==> config.mk <==
export PLATFORM = sky130hd
export DESIGN_NAME = deadline_task_list
export DESIGN_NICKNAME = d
export VERILOG_FILES = /design/src/hw/rtl/dtl_pkg.sv /design/src/hw/rtl/deadline_task_list.sv
export SDC_FILE = /design/constraint.sdc
export NUM_CORES = 1
export LEC_CHECK = 0
export BUFFER_PORTS_ARGS = -buffer_cell sky130_fd_sc_hd__buf_2
export CORE_ASPECT_RATIO = 2
export CORE_UTILIZATION = 45
export CTS_CLUSTER_SIZE = 8
export DETAILED_ROUTE_END_ITERATION = 10
export PLACE_DENSITY = 0.6
export SYNTH_ARGS = -nofsm -noshare
export SYNTH_HDL_FRONTEND = slang
export SYNTH_SLANG_ARGS = --single-unit
==> constraint.sdc <==
create_clock -name clk -period 5.6 [get_ports clk]
set_clock_uncertainty 0.2 [all_clocks]
set_input_delay 0 -clock clk [delete_from_list [all_inputs] [get_ports clk]]
set_output_delay 0 -clock clk [all_outputs]
set_load 0.01 [all_outputs]
==> src/hw/rtl/dtl_pkg.sv <==
// Shared widths, command and status codes, and sequencer states for the deadline task list.
`timescale 1ns / 1ps

package dtl_pkg;

    localparam int ACTION_W = 2;
    localparam int TAG_W    = 8;
    localparam int TIME_W   = 32;
    localparam int INDEX_W  = 4;
    localparam int STATUS_W = 3;

    localparam logic [ACTION_W-1:0] ACT_ADD    = 2'd0;
    localparam logic [ACTION_W-1:0] ACT_TICK   = 2'd1;
    localparam logic [ACTION_W-1:0] ACT_REMOVE = 2'd2;

    localparam logic [STATUS_W-1:0] STAT_FIRED   = 3'd0;
    localparam logic [STATUS_W-1:0] STAT_ADDED   = 3'd1;
    localparam logic [STATUS_W-1:0] STAT_FULL    = 3'd2;
    localparam logic [STATUS_W-1:0] STAT_REMOVED = 3'd3;
    localparam logic [STATUS_W-1:0] STAT_BADIDX  = 3'd4;
    localparam logic [STATUS_W-1:0] STAT_IDLE    = 3'd5;

    typedef enum logic {
        S_IDLE,
        S_SCAN
    } state_t;

endpackage

==> src/hw/rtl/deadline_task_list.sv <==
// Top level of the deadline task list: entry memory, time count and scan sequencer.
`timescale 1ns / 1ps
//
// A request is taken on a rising edge with start high and busy low; action, task_tag,
// delay and entry_index are sampled there. Results come out on status, fired_tag and
// last, each valid for exactly one cycle while strobe is high; the receiver cannot
// stall them and must take every strobe. last marks the final result of a request.
//
// Add, a rejected remove and an add to a full list answer in the cycle after the request
// and never raise busy. Unused action code 3 gives no result and no busy.
// Tick and a valid remove walk the whole list through the entry memory:
// one entry read per cycle, with each kept entry written back at the lowest free place.
// busy stays high until the walk has ended, also on a tick of an empty list. On a tick
// each fired entry is reported in the cycle after the next one is found, and the final
// result (last fired entry, or the idle status) follows the end of the walk.
//
// Reset clears the entry count and the time count; the memory itself is not cleared,
// since only entries below the count are ever used.
//
module deadline_task_list #(
    parameter int LIST_DEPTH = 16
) (
    input  logic                           clk,
    input  logic                           rst_n,
    input  logic                           start,
    output logic                           busy,
    input  logic [dtl_pkg::ACTION_W-1:0]   action,
    input  logic [dtl_pkg::TAG_W-1:0]      task_tag,
    input  logic [dtl_pkg::TIME_W-1:0]     delay,
    input  logic [dtl_pkg::INDEX_W-1:0]    entry_index,
    output logic                           strobe,
    output logic [dtl_pkg::STATUS_W-1:0]   status,
    output logic [dtl_pkg::TAG_W-1:0]      fired_tag,
    output logic                           last
);

    import dtl_pkg::*;

    localparam int CNT_W = $clog2(LIST_DEPTH + 1);
    localparam int IDX_W = (LIST_DEPTH > 1) ? $clog2(LIST_DEPTH) : 1;
    localparam int CMP_W = (CNT_W > INDEX_W) ? CNT_W : INDEX_W;

    state_t              state_reg, state_next;
    logic [CNT_W-1:0]    count_reg, count_next;
    logic [TIME_W-1:0]   time_reg, time_next;
    logic                mode_tick_reg, mode_tick_next;
    logic [INDEX_W-1:0]  idx_reg, idx_next;
    logic [CNT_W-1:0]    rd_ptr_reg, rd_ptr_next;
    logic [CNT_W-1:0]    rd_idx_reg, rd_idx_next;
    logic [CNT_W-1:0]    wr_ptr_reg, wr_ptr_next;
    logic                rd_vld_reg, rd_vld_next;
    logic                pend_vld_reg, pend_vld_next;
    logic [TAG_W-1:0]    pend_tag_reg, pend_tag_next;
    logic                strobe_reg, strobe_next;
    logic [STATUS_W-1:0] status_reg, status_next;
    logic [TAG_W-1:0]    fired_reg, fired_next;
    logic                last_reg, last_next;

    logic [TIME_W-1:0]   dl_mem [LIST_DEPTH];
    logic [TAG_W-1:0]    tag_mem [LIST_DEPTH];
    logic [TIME_W-1:0]   rd_dl_reg;
    logic [TAG_W-1:0]    rd_tag_reg;

    logic                mem_we;
    logic [IDX_W-1:0]    mem_wa;
    logic [TIME_W-1:0]   mem_wd_dl;
    logic [TAG_W-1:0]    mem_wd_tag;
    logic [IDX_W-1:0]    mem_ra;

    logic accept;
    logic full;
    logic bad_index;
    logic scan_more;
    logic scan_done;
    logic expired;
    logic drop;

    assign accept    = start && (state_reg == S_IDLE);
    assign full      = (count_reg >= CNT_W'(LIST_DEPTH));
    assign bad_index = (CMP_W'(entry_index) >= CMP_W'(count_reg));
    assign scan_more = (rd_ptr_reg < count_reg);
    assign scan_done = !scan_more && !rd_vld_reg;
    assign expired   = (time_reg >= rd_dl_reg);
    assign drop      = mode_tick_reg ? expired : (CMP_W'(idx_reg) == CMP_W'(rd_idx_reg));
    assign mem_ra    = rd_ptr_reg[IDX_W-1:0];

    // next state
    always_comb
    begin
        state_next = state_reg;
        case (state_reg)
            S_IDLE:
            begin
                if (accept && ((action == ACT_TICK) ||
                               ((action == ACT_REMOVE) && !bad_index)))
                begin
                    state_next = S_SCAN;
                end
            end
            S_SCAN:
            begin
                if (scan_done)
                begin
                    state_next = S_IDLE;
                end
            end
            default:
            begin
                state_next = S_IDLE;
            end
        endcase
    end

    // datapath, memory port and result outputs
    always_comb
    begin
        count_next     = count_reg;
        time_next      = time_reg;
        mode_tick_next = mode_tick_reg;
        idx_next       = idx_reg;
        rd_ptr_next    = rd_ptr_reg;
        rd_idx_next    = rd_idx_reg;
        wr_ptr_next    = wr_ptr_reg;
        rd_vld_next    = 1'b0;
        pend_vld_next  = pend_vld_reg;
        pend_tag_next  = pend_tag_reg;
        strobe_next    = 1'b0;
        status_next    = status_reg;
        fired_next     = fired_reg;
        last_next      = last_reg;
        mem_we         = 1'b0;
        mem_wa         = wr_ptr_reg[IDX_W-1:0];
        mem_wd_dl      = rd_dl_reg;
        mem_wd_tag     = rd_tag_reg;

        case (state_reg)
            S_IDLE:
            begin
                if (accept)
                begin
                    mode_tick_next = (action == ACT_TICK);
                    idx_next       = entry_index;
                    rd_ptr_next    = '0;
                    wr_ptr_next    = '0;
                    pend_vld_next  = 1'b0;
                    case (action)
                        ACT_ADD:
                        begin
                            strobe_next = 1'b1;
                            last_next   = 1'b1;
                            fired_next  = '0;
                            if (full)
                            begin
                                status_next = STAT_FULL;
                            end
                            else
                            begin
                                status_next = STAT_ADDED;
                                mem_we      = 1'b1;
                                mem_wa      = count_reg[IDX_W-1:0];
                                mem_wd_dl   = time_reg + delay;
                                mem_wd_tag  = task_tag;
                                count_next  = count_reg + CNT_W'(1);
                            end
                        end
                        ACT_TICK:
                        begin
                            time_next = time_reg + TIME_W'(1);
                        end
                        ACT_REMOVE:
                        begin
                            if (bad_index)
                            begin
                                strobe_next = 1'b1;
                                last_next   = 1'b1;
                                fired_next  = '0;
                                status_next = STAT_BADIDX;
                            end
                        end
                        default:
                        begin
                        end
                    endcase
                end
            end
            S_SCAN:
            begin
                if (scan_more)
                begin
                    rd_vld_next = 1'b1;
                    rd_idx_next = rd_ptr_reg;
                    rd_ptr_next = rd_ptr_reg + CNT_W'(1);
                end
                if (rd_vld_reg)
                begin
                    if (drop)
                    begin
                        // hold the newest fired entry until it is known whether it is the last
                        if (mode_tick_reg)
                        begin
                            if (pend_vld_reg)
                            begin
                                strobe_next = 1'b1;
                                status_next = STAT_FIRED;
                                fired_next  = pend_tag_reg;
                                last_next   = 1'b0;
                            end
                            pend_vld_next = 1'b1;
                            pend_tag_next = rd_tag_reg;
                        end
                    end
                    else
                    begin
                        // compact: move the kept entry down to the write pointer
                        mem_we      = 1'b1;
                        wr_ptr_next = wr_ptr_reg + CNT_W'(1);
                    end
                end
                if (scan_done)
                begin
                    count_next  = wr_ptr_reg;
                    strobe_next = 1'b1;
                    last_next   = 1'b1;
                    if (mode_tick_reg)
                    begin
                        if (pend_vld_reg)
                        begin
                            status_next = STAT_FIRED;
                            fired_next  = pend_tag_reg;
                        end
                        else
                        begin
                            status_next = STAT_IDLE;
                            fired_next  = '0;
                        end
                    end
                    else
                    begin
                        status_next = STAT_REMOVED;
                        fired_next  = '0;
                    end
                end
            end
            default:
            begin
            end
        endcase
    end

    always_ff @(posedge clk or negedge rst_n)
    begin
        if (!rst_n)
        begin
            state_reg    <= S_IDLE;
            count_reg    <= '0;
            time_reg     <= '0;
            rd_vld_reg   <= 1'b0;
            pend_vld_reg <= 1'b0;
            strobe_reg   <= 1'b0;
        end
        else
        begin
            state_reg    <= state_next;
            count_reg    <= count_next;
            time_reg     <= time_next;
            rd_vld_reg   <= rd_vld_next;
            pend_vld_reg <= pend_vld_next;
            strobe_reg   <= strobe_next;
        end
    end

    always_ff @(posedge clk)
    begin
        mode_tick_reg <= mode_tick_next;
        idx_reg       <= idx_next;
        rd_ptr_reg    <= rd_ptr_next;
        rd_idx_reg    <= rd_idx_next;
        wr_ptr_reg    <= wr_ptr_next;
        pend_tag_reg  <= pend_tag_next;
        status_reg    <= status_next;
        fired_reg     <= fired_next;
        last_reg      <= last_next;
    end

    // entry memory: one write port, one registered read port
    always_ff @(posedge clk)
    begin
        if (mem_we)
        begin
            dl_mem[mem_wa]  <= mem_wd_dl;
            tag_mem[mem_wa] <= mem_wd_tag;
        end
        rd_dl_reg  <= dl_mem[mem_ra];
        rd_tag_reg <= tag_mem[mem_ra];
    end

    assign busy      = (state_reg != S_IDLE);
    assign strobe    = strobe_reg;
    assign status    = status_reg;
    assign fired_tag = fired_reg;
    assign last      = last_reg;

    a_count_bound: assert property (@(posedge clk) disable iff (!rst_n)
        count_reg <= CNT_W'(LIST_DEPTH))
        else $error("entry count above list depth");

    a_wr_behind_rd: assert property (@(posedge clk) disable iff (!rst_n)
        (state_reg == S_SCAN) |-> (wr_ptr_reg <= rd_ptr_reg))
        else $error("compaction write pointer passed read pointer");

    a_add_answers: assert property (@(posedge clk) disable iff (!rst_n)
        (accept && (action == ACT_ADD)) |=> (strobe && last && !busy))
        else $error("add request gave no single final result");

    a_scan_end: assert property (@(posedge clk) disable iff (!rst_n)
        ((state_reg == S_SCAN) && scan_done) |=> (strobe && last && !busy))
        else $error("scan end gave no final result");

    a_tag_zero: assert property (@(posedge clk) disable iff (!rst_n)
        (strobe && (status != STAT_FIRED)) |-> ((fired_tag == '0) && last))
        else $error("non-fired result with tag or without last");

endmodule

Yosys cells after proc, flatten, opt, wreduce, memory -nomap -nowiden
Memories as Yosys holds them, arrays and structs flattened. A register that Yosys moved wholly into a read port is not among the register bits.
Cells that the tools add are included.
{ "op_classes": {"n_addsub": 5, "n_lt_le_gt_ge": 4, "eq_ne": 18, "muxes": 83, "bitwise_logic": 1, "reduce_logical": 18} }
{ "op_table": {"columns": ["op", "n"], "rows": [
  ["32-bit two-way mux", 4],
  ["8-bit two-way mux", 13],
  ["5-bit two-way mux", 8],
  ["32-bit by 1-bit adder with 32-bit output (second input constant)", 1],
  ["32-bit adder", 1],
  ["32-bit greater-or-equal comparator", 1],
  ["8-bit one-hot mux with 2 select lines", 2],
  ["1-bit two-way mux", 30],
  ["5-bit one-hot mux with 2 select lines", 3],
  ["3-bit two-way mux", 9],
  ["4-bit two-way mux", 4],
  ["5-bit by 1-bit adder with 5-bit output (second input constant)", 3],
  ["3-bit by 1-bit != test with 1-bit output (second input constant)", 5],
  ["1-bit one-hot mux with 2 select lines", 7],
  ["2-bit by 1-bit != test with 1-bit output (second input constant)", 6],
  ["3-bit one-hot mux with 2 select lines", 2],
  ["4-bit AND reduction", 3],
  ["7-bit AND reduction", 1],
  ["2-bit != test (second input constant)", 3],
  ["2-bit AND reduction", 3],
  ["3-bit AND reduction", 2],
  ["4-bit by 5-bit equality test with 1-bit output", 1],
  ["4-bit by 5-bit greater-or-equal comparator with 1-bit output", 1],
  ["5-bit greater-or-equal comparator (second input constant)", 1],
  ["other kinds (10)", 15]
]} }
{ "totals": {"register_bits": 81, "ramBits": 640, "in_bits": 49, "output_inout_bits": 14, "wordCells": 146, "memories": 2} }
{ "mem_list": {"columns": ["memory", "depth", "width", "read_ports", "rd_clocked_by_memory_dff", "write_ports", "line_no", "text"], "rows": [
  ["dl_mem", 16, 32, 1, 1, 1, "deadline_task_list.sv:59", "logic [TIME_W-1:0] dl_mem [LIST_DEPTH];"],
  ["tag_mem", 16, 8, 1, 1, 1, "deadline_task_list.sv:60", "logic [TAG_W-1:0] tag_mem [LIST_DEPTH];"]
]} }

Depth between registers and ports, before layout
{ "logic_depth": {"ltp_word": 7, "depth_mapped": 12, "mapped_depth_nobuf": 12} }

Least setup slack after synthesis
Ideal clock, no wire load.
{ "synth_timing": {"kind": "reg2reg", "start": "register time_reg[0]", "end": "memory dl_mem[1][0] (enable)", "setup_time_ns": 0.437, "t_arrival_ns": 3.942, "required_time_ns": 4.963, "setup_slack_ns": 1.020, "path_stages_with_launch": 12, "synth_period_minus_slack_ns": 4.580, "path_cell_list": "dfrtp_1 -> inv_1 -> ha_1 -> nand2b_1 -> a21o_1 -> a21oi_1 -> o21ai_0 -> a31o_2 -> a41oi_1 -> nand3_1 -> o32a_1 -> nor2_1"} }
{ "synth_between": {"elab_chain_len": 7} }
{ "synth_lines": {"columns": ["item", "line_no", "text"], "rows": [
  ["start, declared", "deadline_task_list.sv:45", "logic [TIME_W-1:0] time_reg, time_next;"],
  ["start signal, assigned", "deadline_task_list.sv:265", "time_reg <= time_next;"],
  ["32-bit greater-or-equal comparator", "deadline_task_list.sv:83", "assign expired = (time_reg >= rd_dl_reg);"],
  ["1-bit two-way mux", "deadline_task_list.sv:84", "assign drop = mode_tick_reg ? expired : (CMP_W'(idx_reg) == CMP_W'(rd_idx_reg));"],
  ["1-bit two-way mux", "deadline_task_list.sv:196", "if (drop)"],
  ["1-bit two-way mux", "deadline_task_list.sv:194", "if (rd_vld_reg)"],
  ["1-bit one-hot mux with 2 select lines", "deadline_task_list.sv:136", "case (state_reg)"],
  ["1-bit two-way mux", "deadline_task_list.sv:288", "if (mem_we)"],
  ["1-bit two-way mux (not written as such)", "deadline_task_list.sv:290", "dl_mem[mem_wa] <= mem_wd_dl;"],
  ["end, declared", "deadline_task_list.sv:59", null]
]} }
No other way between the ends.

Final worst setup path
{ "layout_timing": {"start": "register time_reg[17]", "end": "memory dl_mem[1][15] (enable)"} }
The elaborated chain is that of the path after synthesis.

==> flow_summary.json <==
{
  "cts_root_buffer": "clkbuf_16",
  "status": "finished clean",
  "cp_top_family": "compound AO/OA/AOI/OAI gates",
  "max_stage_delay_ns": 0.64,
  "crit_required_ns": 5.67,
  "overflow": 0,
  "antenna_found_initial": 2,
  "max_cap_viol_count": 0,
  "synthCells": 1658,
  "hold_path_depth": 3,
  "p_leak_nw": 12.6,
  "synth-edff-count": 680,
  "start_util_pct": 45.5,
  "finalSetupTns_ns": 0,
  "hold_start": "task_tag[4]",
  "clockBufferDepth": 3,
  "finalMaxSlewViolations": 0,
  "period_share_pct": 75.8,
  "num_io_pins": 63,
  "ys_ff_latch": 761,
  "first_iter_violations": 1224,
  "regMostFlops": "dl_mem",
  "n_fill_cell": 5398,
  "r2r-end": "dl_mem[1][15]",
  "top_regs": "dl_mem (512), tag_mem (128)",
  "drive_gt1_share_pct": 24.5,
  "grt_pass1_vias": 17700,
  "gp_congestion": 0.870,
  "ys_async_sr_fraction_pct": 5.39,
  "worst_pin_slew_ns": 1.08,
  "synth.distinct_cells": 73,
  "dr.pass1.iters": 5,
  "cts_tree": "built",
  "drc": 0,
  "yosysWarnings": 0,
  "path_cells": "ha_1 > a21o_1 > a21o_1 > a21oi_1 > o21ai_0 > a21o_1 > o21ai_0 > nand3_1 > o32a_1 > nor2_4 > buf_4",
  "holdCritPathClass": "primary input to flop",
  "startpoint": "time_reg[17]",
  "die-area_mm2": 0.0704,
  "cts_sinks": 761,
  "cts_max_level": 3,
  "ir_drop_mv": 0.352,
  "ant_nets": 0,
  "path_max_fanout": 40,
  "ff_latch_area_mm2": 0.0222,
  "dpl.hpwl_um": 46100,
  "syn_to_final_growth_pct": 16.5,
  "final-setup-viol-count": 0,
  "hold_end": "tag_mem[1][4]",
  "via_per_inst": 5.76,
  "r2r_cells": 11,
  "largest_reg_flops": 512,
  "routedWlPerCell_um": 26.8,
  "die_h_um": 374,
  "cp.arrival_ns": 4.31,
  "critical_path_buf_inv_count": 1,
  "core_area_mm2": 0.0686,
  "cts_buffers": 105,
  "start_kind": "flop",
  "r2r_start": "time_reg[17]",
  "vias": 16200,
  "fin_nets": 1974,
  "post_cts_buffers": 0,
  "hold_violations": 0,
  "crit_top_cell": "a21o_1",
  "clk_pin_slew_ns": 0.05,
  "syn_nets": 1784,
  "placed_cell_area_mm2": 0.0331,
  "crit_type": "flop to flop",
  "grt_use_total_pct": 22.2,
  "port_buffers": 62,
  "fp.dieW_um": 188,
  "rows": 136,
  "wirelength_um": 75600,
  "max_clock_freq_ghz": 0.236,
  "finalInstanceArea_mm2": 0.0363,
  "crit_path_end_kind": "flop",
  "powerDensity_mw_per_mm2": 516,
  "netlist_area_mm2": 0.0312,
  "yosysSeqAreaShare_pct": 71.3,
  "power_mw": 18.8,
  "final.min_clock_period_ns": 4.24,
  "reg2reg_slack_ns": 1.36,
  "avgSynthCellArea_um2": 18.8,
  "grt_max_degree": 111,
  "clkLatencyLatePin_ns": 0.66,
  "slew_headroom_pct": 28.0,
  "cpMaxStageDelayCell": "buf_4",
  "grt_pass1_wl_um": 113000,
  "rsz0062_at_grt": "no",
  "multi_input_area_mm2": 0.00863,
  "ys.flop_type": "edfxtp_1"
}
[area by class of cell]
class | instances | area share [%]
Tap cell | 897 | 3.09
Clock inverter | 5 | 0.231
Inverter | 52 | 0.537
Antenna cell | 1 | 0.00689
Timing Repair Buffer | 144 | 3.10
Clock buffer | 175 | 8.07
Sequential cell | 761 | 61.2
Multi-Input combinational cell | 784 | 23.8
[cell usage in the layout (no fill, tap or decap), types with 40 or more instances in the layout]
cell type and instances:
buf_2 62, buf_4 49, clkbuf_1 68, clkbuf_16 107
dfrtp_1 41, dfxtp_1 40, edfxtp_1 680, ha_1 76
inv_1 52, mux4_2 200, nand2_1 96, nor2_1 40
o21ai_0 58, xnor2_1 43
[repair_timing]
item / in CTS / in global routing
hold endpoints to repair: 188 / 0
resized for setup: 0 / 0
hold buffers: 23 / 0
[Yosys cell counts (all sizes together), types with 27 or more instances]
cell    number  area, µm²
xnor2       43        377
a21o        27        203
dfrtp       41       1030
a21oi       33        165
nor2        59        239
inv         52        195
clkbuf      45        169
nand2       98        373
o21ai       63        319
dfxtp       40        801
ha          76        951
edfxtp     680      20400
mux4       200       4500
[tightest hold or removal path, cell delays in order]
cell and delay (ns):
buf_2 0.08, nand2_1 0.08, nand2_1 0.44
[metrics by stage]
step	hold slack (ns)	setup slack [ns]	utilization [%]	instances
4_1_cts	0.00594	1.38	53.0	2818
3_5_place_dp	0.00234	1.40	48.2	2615
6_report	0.00303	1.36	53.0	2819
5_1_grt	0.0163	1.12	53.0	2818
2_1_floorplan	-0.496	1.02	-	1658
3_3_place_gp	0.0118	1.46	48.2	2615
[layer usage]
metal	GRT usage (%)	share of wire [%]	routed length, µm
met5	0	0.017	13
met4	10.4	4.2	3170
met3	3.35	4.2	3190
met2	40.8	55	41500
met1	25.0	37	27700
[kinds of logic (layout without fill, tap and decap cells)]
logic type	Yosys count	after routing	synth area share (%)
flip-flops	761	761	71.3
AND/OR/NAND/NOR	261	261	4.11
multiplexers	202	202	14.5
AO/OA/AOI/OAI	178	178	3.68
buffers and inverters	113	376	1.40
adder cells (fa/ha/maj)	77	77	3.11
XOR/XNOR	66	66	1.85
other	0	1	0
[power by group]
part / internal [mW] / switching [mW] / total (mW) / leakage [nW]
registers: 7.57 / 0.343 / 7.91 / 7.03
logic: 2.08 / 2.93 / 5.01 / 4.10
clock network: 3.52 / 2.31 / 5.83 / 1.44
total: 13.2 / 5.58 / 18.8 / 12.6
[how the worst max path moves through the flow]
stage | to | slack (ns) | depth (start not counted)
CTS | dl_mem[1][20] | 1.38 | 11
global route | dl_mem[3][25] | 1.12 | 6
finish | dl_mem[1][15] | 1.36 | 11
floorplan | dl_mem[1][0] | 1.02 | 11
detailed placement | dl_mem[1][9] | 1.40 | 11
global placement | dl_mem[1][11] | 1.46 | 11
(Power assumes the default switching activity.)
